`src/rtl/lfte_pkg.sv`:
```
`timescale 1ns / 1ps
package lfte_pkg;

  localparam int MAX_WIDTH_DEF = 32;

  // positions are carried at this width so that a tab stop past the line still fits
  localparam int POS_W = 8;

  localparam logic [7:0] CH_TAB   = 8'd9;
  localparam logic [7:0] CH_NL    = 8'd10;
  localparam logic [7:0] CH_BLANK = 8'd32;

  localparam logic [5:0] WIDTH_RESET = 6'd10;
  localparam logic [2:0] TAB_RESET   = 3'd2;
  localparam logic [5:0] WIDTH_MIN   = 6'd2;

  localparam int CFG_IDX_W  = 1;
  localparam int CFG_DATA_W = 6;
  localparam logic [CFG_IDX_W-1:0] REG_LINE_WIDTH = 1'd0;
  localparam logic [CFG_IDX_W-1:0] REG_TAB_SHIFT  = 1'd1;

  typedef enum logic [1:0] {
    ST_IDLE,
    ST_EMIT,
    ST_NL
  } state_t;

  typedef struct packed {
    logic             shift;
    logic             wr;
    logic [7:0]       wchar;
    logic [POS_W-1:0] lo;
    logic [POS_W-1:0] hi;
  } cell_cmd_t;

endpackage

```
`src/rtl/lfte_cell.sv`:
```
`timescale 1ns / 1ps
module lfte_cell
  import lfte_pkg::*;
#(
  parameter int IDX = 0
) (
  input  logic       clk,
  input  cell_cmd_t  cmd,
  input  logic [7:0] right,
  output logic [7:0] data
);

  localparam logic [POS_W-1:0] POS = POS_W'(IDX);

  logic hit;

  assign hit = cmd.wr && (POS >= cmd.lo) && (POS < cmd.hi);

  always_ff @(posedge clk) begin
    if (cmd.shift) begin
      data <= right;
    end else if (hit) begin
      data <= cmd.wchar;
    end
  end

endmodule

```
`src/rtl/lfte_ctrl.sv`:
```
`timescale 1ns / 1ps
module lfte_ctrl
  import lfte_pkg::*;
#(
  parameter int MAX_WIDTH = MAX_WIDTH_DEF
) (
  input  logic                  clk,
  input  logic                  rst,
  input  logic                  cfg_write,
  input  logic [CFG_IDX_W-1:0]  cfg_index,
  input  logic [CFG_DATA_W-1:0] cfg_data,
  input  logic                  in_valid,
  output logic                  in_stall,
  input  logic [7:0]            in_char,
  output logic                  out_valid,
  input  logic                  out_stall,
  output logic [7:0]            out_char,
  output logic                  out_last,
  input  logic [7:0]            head,
  output cell_cmd_t             cmd
);

  localparam int FW = $clog2(MAX_WIDTH + 1);
  localparam logic [5:0] WMAX = 6'(MAX_WIDTH);

  state_t         state, state_next;
  logic [5:0]     line_width;
  logic [2:0]     tab_shift;
  logic [FW-1:0]  fill, lb, cnt;
  logic [POS_W-1:0] fill_next, lb_next, cnt_next;

  logic [5:0]       w_cl;
  logic [POS_W-1:0] w8, fill8, lb8, mask8, stop8, tend8, fill1, lbp, cut8;
  logic             acc, fire, is_tab, is_nl, do_emit;

  always_comb begin
    if (line_width < WIDTH_MIN) begin
      w_cl = WIDTH_MIN;
    end else if (line_width > WMAX) begin
      w_cl = WMAX;
    end else begin
      w_cl = line_width;
    end
  end

  assign w8    = POS_W'(w_cl);
  assign fill8 = POS_W'(fill);
  assign lb8   = POS_W'(lb);
  assign mask8 = (POS_W'(1) << tab_shift) - POS_W'(1);
  // next tab stop strictly past the current column
  assign stop8 = (fill8 | mask8) + POS_W'(1);
  assign tend8 = (stop8 < w8) ? stop8 : w8;
  assign fill1 = fill8 + POS_W'(1);
  // a blank in column zero never counts as a fold point
  assign lbp   = (in_char == CH_BLANK && fill != '0) ? fill8 : lb8;
  assign cut8  = (lbp == '0) ? w8 : lbp + POS_W'(1);

  assign is_tab = (in_char == CH_TAB);
  assign is_nl  = (in_char == CH_NL);
  assign acc    = in_valid && (state == ST_IDLE);
  assign fire   = !out_valid || !out_stall;
  assign in_stall = (state != ST_IDLE);

  // what an accepted byte leaves behind
  always_comb begin
    fill_next = fill8;
    lb_next   = lb8;
    cnt_next  = POS_W'(cnt);
    do_emit   = 1'b0;
    if (is_tab) begin
      if (tend8 == w8) begin
        do_emit   = 1'b1;
        cnt_next  = w8;
        fill_next = '0;
        lb_next   = '0;
      end else begin
        fill_next = tend8;
        lb_next   = tend8 - POS_W'(1);
      end
    end else if (is_nl) begin
      do_emit   = (fill != '0);
      cnt_next  = fill8;
      fill_next = '0;
      lb_next   = '0;
    end else if (fill1 == w8) begin
      do_emit   = 1'b1;
      cnt_next  = cut8;
      fill_next = w8 - cut8;
      lb_next   = '0;
    end else begin
      fill_next = fill1;
      lb_next   = lbp;
    end
  end

  always_comb begin
    state_next = state;
    case (state)
      ST_IDLE: begin
        if (acc && do_emit) begin
          state_next = ST_EMIT;
        end
      end
      ST_EMIT: begin
        if (fire && cnt == FW'(1)) begin
          state_next = ST_NL;
        end
      end
      ST_NL: begin
        if (fire) begin
          state_next = ST_IDLE;
        end
      end
      default: state_next = ST_IDLE;
    endcase
  end

  always_comb begin
    cmd.shift = (state == ST_EMIT) && fire;
    cmd.wr    = acc && !is_nl;
    cmd.wchar = is_tab ? CH_BLANK : in_char;
    cmd.lo    = fill8;
    cmd.hi    = is_tab ? tend8 : fill1;
  end

  always_ff @(posedge clk) begin
    if (rst) begin
      state      <= ST_IDLE;
      line_width <= WIDTH_RESET;
      tab_shift  <= TAB_RESET;
      fill       <= '0;
      lb         <= '0;
      cnt        <= '0;
      out_valid  <= 1'b0;
    end else begin
      state <= state_next;
      if (cfg_write) begin
        case (cfg_index)
          REG_LINE_WIDTH: begin
            line_width <= cfg_data;
            fill       <= '0;
            lb         <= '0;
          end
          REG_TAB_SHIFT: tab_shift <= cfg_data[2:0];
          default: ;
        endcase
      end else if (acc) begin
        fill <= fill_next[FW-1:0];
        lb   <= lb_next[FW-1:0];
        cnt  <= cnt_next[FW-1:0];
      end
      if ((state == ST_EMIT || state == ST_NL) && fire) begin
        out_valid <= 1'b1;
        if (state == ST_EMIT) begin
          cnt <= cnt - FW'(1);
        end
      end else if (!out_stall) begin
        out_valid <= 1'b0;
      end
    end
  end

  always_ff @(posedge clk) begin
    if ((state == ST_EMIT || state == ST_NL) && fire) begin
      out_char <= (state == ST_EMIT) ? head : CH_NL;
      out_last <= (state == ST_NL);
    end
  end

endmodule

```
`src/rtl/line_fold_with_tab_expansion.sv`:
```
`timescale 1ns / 1ps
// channel  direction  handshake            payload
// cfg      in         cfg_write            cfg_index, cfg_data
// in       in         in_valid / in_stall  in_char
// out      out        out_valid / out_stall out_char, out_last
//
// a byte that does not close a line is written into the line store; a flushed line
// is shifted out of the first cell of the line store one byte per cycle while the
// output does not stall, newline last.
// reset (synchronous) empties the line and restores line_width 10, tab_shift 2.
// input stalls while a line is being shifted out; output stall holds the
// output register and the shift line.
module line_fold_with_tab_expansion
  import lfte_pkg::*;
#(
  parameter int MAX_WIDTH = MAX_WIDTH_DEF
) (
  input  logic                  clk,
  input  logic                  rst,
  input  logic                  cfg_write,
  input  logic [CFG_IDX_W-1:0]  cfg_index,
  input  logic [CFG_DATA_W-1:0] cfg_data,
  input  logic                  in_valid,
  output logic                  in_stall,
  input  logic [7:0]            in_char,
  output logic                  out_valid,
  input  logic                  out_stall,
  output logic [7:0]            out_char,
  output logic                  out_last
);

  cell_cmd_t  cmd;
  logic [7:0] cells [MAX_WIDTH+1];

  // past the end of the line the shift line fills with zero
  assign cells[MAX_WIDTH] = 8'h00;

  lfte_ctrl #(
    .MAX_WIDTH(MAX_WIDTH)
  ) u_ctrl (
    .clk      (clk),
    .rst      (rst),
    .cfg_write(cfg_write),
    .cfg_index(cfg_index),
    .cfg_data (cfg_data),
    .in_valid (in_valid),
    .in_stall (in_stall),
    .in_char  (in_char),
    .out_valid(out_valid),
    .out_stall(out_stall),
    .out_char (out_char),
    .out_last (out_last),
    .head     (cells[0]),
    .cmd      (cmd)
  );

  for (genvar i = 0; i < MAX_WIDTH; i++) begin : g_cell
    lfte_cell #(
      .IDX(i)
    ) u_cell (
      .clk  (clk),
      .cmd  (cmd),
      .right(cells[i+1]),
      .data (cells[i])
    );
  end

endmodule

```
`config.mk`:
```
export PLATFORM = sky130hd
export DESIGN_NAME = line_fold_with_tab_expansion
export DESIGN_NICKNAME = d
export VERILOG_FILES = /design/src/rtl/lfte_pkg.sv /design/src/rtl/lfte_cell.sv /design/src/rtl/lfte_ctrl.sv /design/src/rtl/line_fold_with_tab_expansion.sv
export SDC_FILE = /design/constraint.sdc
export NUM_CORES = 1
export LEC_CHECK = 0
export ABC_AREA = 0
export BUFFER_PORTS_ARGS = -buffer_cell sky130_fd_sc_hd__buf_2
export CAP_MARGIN = 20
export CORE_ASPECT_RATIO = 1.75
export CORE_UTILIZATION = 60
export CTS_CLUSTER_DIAMETER = 40
export DETAILED_ROUTE_END_ITERATION = 16
export PLACE_DENSITY = 0.77
export REMOVE_ABC_BUFFERS = 1
export SYNTH_ARGS = -nofsm -noshare
export SYNTH_HDL_FRONTEND = slang
export SYNTH_SLANG_ARGS = --single-unit
```
`constraint.sdc`:
```
create_clock -name clk -period 6.5 [get_ports clk]
set_clock_uncertainty 0.15 [all_clocks]
set_input_delay 1.3 -clock clk [delete_from_list [all_inputs] [get_ports clk]]
set_output_delay 1.3 -clock clk [all_outputs]
set_load 0.005 [all_outputs]
```
==> flow_summary.yaml <==
job:
  drv_cap: 0
clock_network:
  cts.sinks: 295
  cts_tree: "built"
  cts_made_buffers: 28
  cts_resized: 0
  clkTransAtPathRegs_ns: 0.07
  post_cts.repair.setup_buffers: 0
  postCtsHoldBufs: 0
  cts_root_buf: "clkbuf_16"
  clockBufferDepth: 3
  cts.htree.levels: 1
  clock_latency_ns: 0.56
sta:
  whs_ns: 0.305
  post-route-period-util_pct: 85.5
  worst_pin_slew_ns: 1.10
  slew_violations: 0
  finalSetupTns_ns: 0
  fin_crit_ns: 5.56
  fin_ws_ns: 0.942
  fmax_mhz: 180
  setup_viol: 0
  slew_headroom_pct: 26.2
  rsz0062_at_grt: "false"
  timing_hold_violations_final: 0
yosys:
  post_synth_inst_count: 1434
  yosysTopAreaCellShare_pct: 53.2
  synth.most_common_cell: "nand2_1"
  synth_area_leader_cell: "edfxtp_1"
  async_flop_share_pct: 0
  synth_edf_count: 257
  yosysWarnings: 0
  synth-seq-cells: 295
  synth_flop_cell: "edfxtp_1"
  netlist_area_mm2: 0.0145
  ys_types: 89
  synthTopCellsByCount: "nand2_1, edfxtp_1, clkbuf_1"
  yosys-top-cells-area: "edfxtp_1, nand2_1, dfxtp_1"
  avgSynthCellArea_um2: 10.1
  ys_seq_area_share_pct: 58.4
placement:
  dpl.hpwl_mm: 25.5
  place_congestion: 1.02
  numPortBuffers: 30
  pre_cts_slack_ns: 0.941
setup_path:
  critPathLaunchType: "flip-flop"
  cp-endpoint: "g_cell[16].u_cell.data[2]$_DFFE_PP_"
  crit_fanout: 11
  r2r_cells: 15
  startpoint: "u_ctrl.tab_shift[1]$_SDFFE_PP1P_"
  cp-end-kind: "flip-flop"
  r2r_slack_ns: 0.94
  arrival_ns: 5.60
  r2r_start: "u_ctrl.tab_shift[1]$_SDFFE_PP1P_"
  critical_path_class: "flip-flop to flip-flop"
  required_ns: 6.55
  r2r_end: "g_cell[16].u_cell.data[2]$_DFFE_PP_"
drt:
  totalWireLength_mm: 36.5
  wl_per_cell_um: 20.8
  antenna_left: 0
  drt_iter0_drc: 848
  vias_per_cell: 6.01
  wl_met3_mm: 1.57
  top_layer: "met4"
  m1WireLength_mm: 12.9
  via_count: 10528
  dr_wl_met2_mm: 19.9
  drt-pass1-iter-count: 5
  drt_drc_violations_left: 0
power_and_ir_drop:
  power.density_mw_per_mm2: 336
  p_total_mw: 5.35
  p_leak_nw: 6.01
  ir_drop_mv: 0.236
floorplan:
  fp.dieH_um: 208
  coreArea_mm2: 0.0235
  die_w_um: 120
  dieArea_mm2: 0.0248
  io_pins: 31
  num_rows: 74
  start_util_pct: 61.7
cells_and_area:
  drive_above_1_share_pct: 11.0
  syn_to_final_growth_pct: 9.70
  final_util_pct: 67.7
  n_fill_cell: 1765
  antennaDiodeCount: 0
  nets: 1472
global_routing:
  grt_pass1_vias: 10558
  antenna_found_initial: 0
  grt-ovfl-total: 0
  grt_first_pass_wirelength_mm: 57.4
  gr-usage-all-layers_pct: 30.2
  grt_max_degree: 233
outcome:
  outcome: "finished clean"
hold_path:
  holdCritStartpoint: "g_cell[31].u_cell.data[3]$_SDFFE_PP0P_"
  hold_path.class: "flip-flop to flip-flop"
## power by group
| group | total, mW | leakage [nW] | switching (mW) | internal (mW) |
|---|---|---|---|---|
| clock | 1.78 | 0.500 | 0.752 | 1.03 |
| combinational | 1.08 | 2.86 | 0.763 | 0.318 |
| sequential | 2.49 | 2.64 | 0.0736 | 2.42 |
## logic make-up after synthesis
logic type	synth area share (%)
xor+xnor	1.79
buf+inv	3.41
flops	58.4
simple gates	20.7
mux	1.83
fa+ha+maj	2.12
compound gates	11.7
## cell usage in the layout (no fill, tap or decap), types with 9 or more instances in the layout
| cell | netlist | final |
|---|---|---|
| nand2_1 | 504 | 504 |
| edfxtp_1 | 257 | 257 |
| a21oi_1 | 65 | 65 |
| nor2_1 | 64 | 63 |
| dfxtp_1 | 38 | 38 |
| a21o_1 | 37 | 37 |
| buf_4 | 9 | 31 |
| buf_2 | 8 | 30 |
| o21ai_0 | 28 | 28 |
| clkbuf_16 | 0 | 28 |
| nand3_1 | 23 | 23 |
| ha_1 | 23 | 23 |
| mux2i_1 | 22 | 22 |
| xnor2_1 | 21 | 21 |
| inv_1 | 20 | 20 |
| nand2b_1 | 16 | 16 |
| a31oi_1 | 16 | 16 |
| nor3_1 | 14 | 14 |
| and2_1 | 13 | 12 |
| a22oi_1 | 11 | 11 |
| o21ai_1 | 10 | 10 |
| o22ai_1 | 9 | 9 |
## registers in the layout, indices dropped and copies added (netlist names)
register,count
u_ctrl.lb,6
u_ctrl.fill,6
u_ctrl.state,2
u_ctrl.cnt,6
g_cell.u_cell.data,256
u_ctrl.out_valid,1
u_ctrl.out_char,8
u_ctrl.line_width,6
u_ctrl.out_last,1
u_ctrl.tab_shift,3
## metal layers
metal	up-vias	global-route usage, %
li1	4965	-
met1	5065	33.4
met2	378	55.9
met3	120	2.86
met4	0	17.1
met5	-	0
## final cells by class
class | count | area [µm²] | share of cell area (%)
Inverter | 22 | 82.6 | 0.519
Timing Repair Buffer | 62 | 403 | 2.53
Clock buffer | 31 | 722 | 4.54
Clock inverter | 20 | 309 | 1.94
Tap cell | 304 | 380 | 2.39
Multi-Input combinational cell | 1019 | 5540 | 34.8
Sequential cell | 295 | 8480 | 53.3
## worst min path at each step
stage | to | slack (ns) | depth (start not counted)
floorplan | u_ctrl.line_width[0]$_SDFFE_PP0P_ | 0.28 | 2
global placement | u_ctrl.line_width[0]$_SDFFE_PP0P_ | 0.29 | 2
detailed placement | g_cell[31].u_cell.data[3]$_SDFFE_PP0P_ | 0.29 | 2
CTS | g_cell[31].u_cell.data[3]$_SDFFE_PP0P_ | 0.30 | 2
global route | u_ctrl.line_width[0]$_SDFFE_PP0P_ | 0.32 | 2
finish | g_cell[31].u_cell.data[3]$_SDFFE_PP0P_ | 0.30 | 2
## metrics by stage
stage                     instance area (µm²)  cells
after floorplan                         14100   1336
after global placement                  14900   1702
after detailed placement                14900   1702
after CTS                               15900   1753
after global routing                    15900   1753
final                                   15900   1753
## worst max-delay path, cell delays in order, from the launching register on
cell and delay [ns]:
dfxtp_1 0.41, or3_4 0.43, ha_1 0.34, nor2b_1 0.20, mux2_2 0.32, xnor2_1 0.43
ha_1 0.32, o211ai_1 0.10, nand2_1 0.07, a31oi_1 0.46, o21a_1 0.29, o211a_1 0.25
o21ai_4 0.10, a21boi_2 0.45, nand2_1 0.18, o31ai_2 0.70
Note: power is estimated with default switching activity, not from simulation.
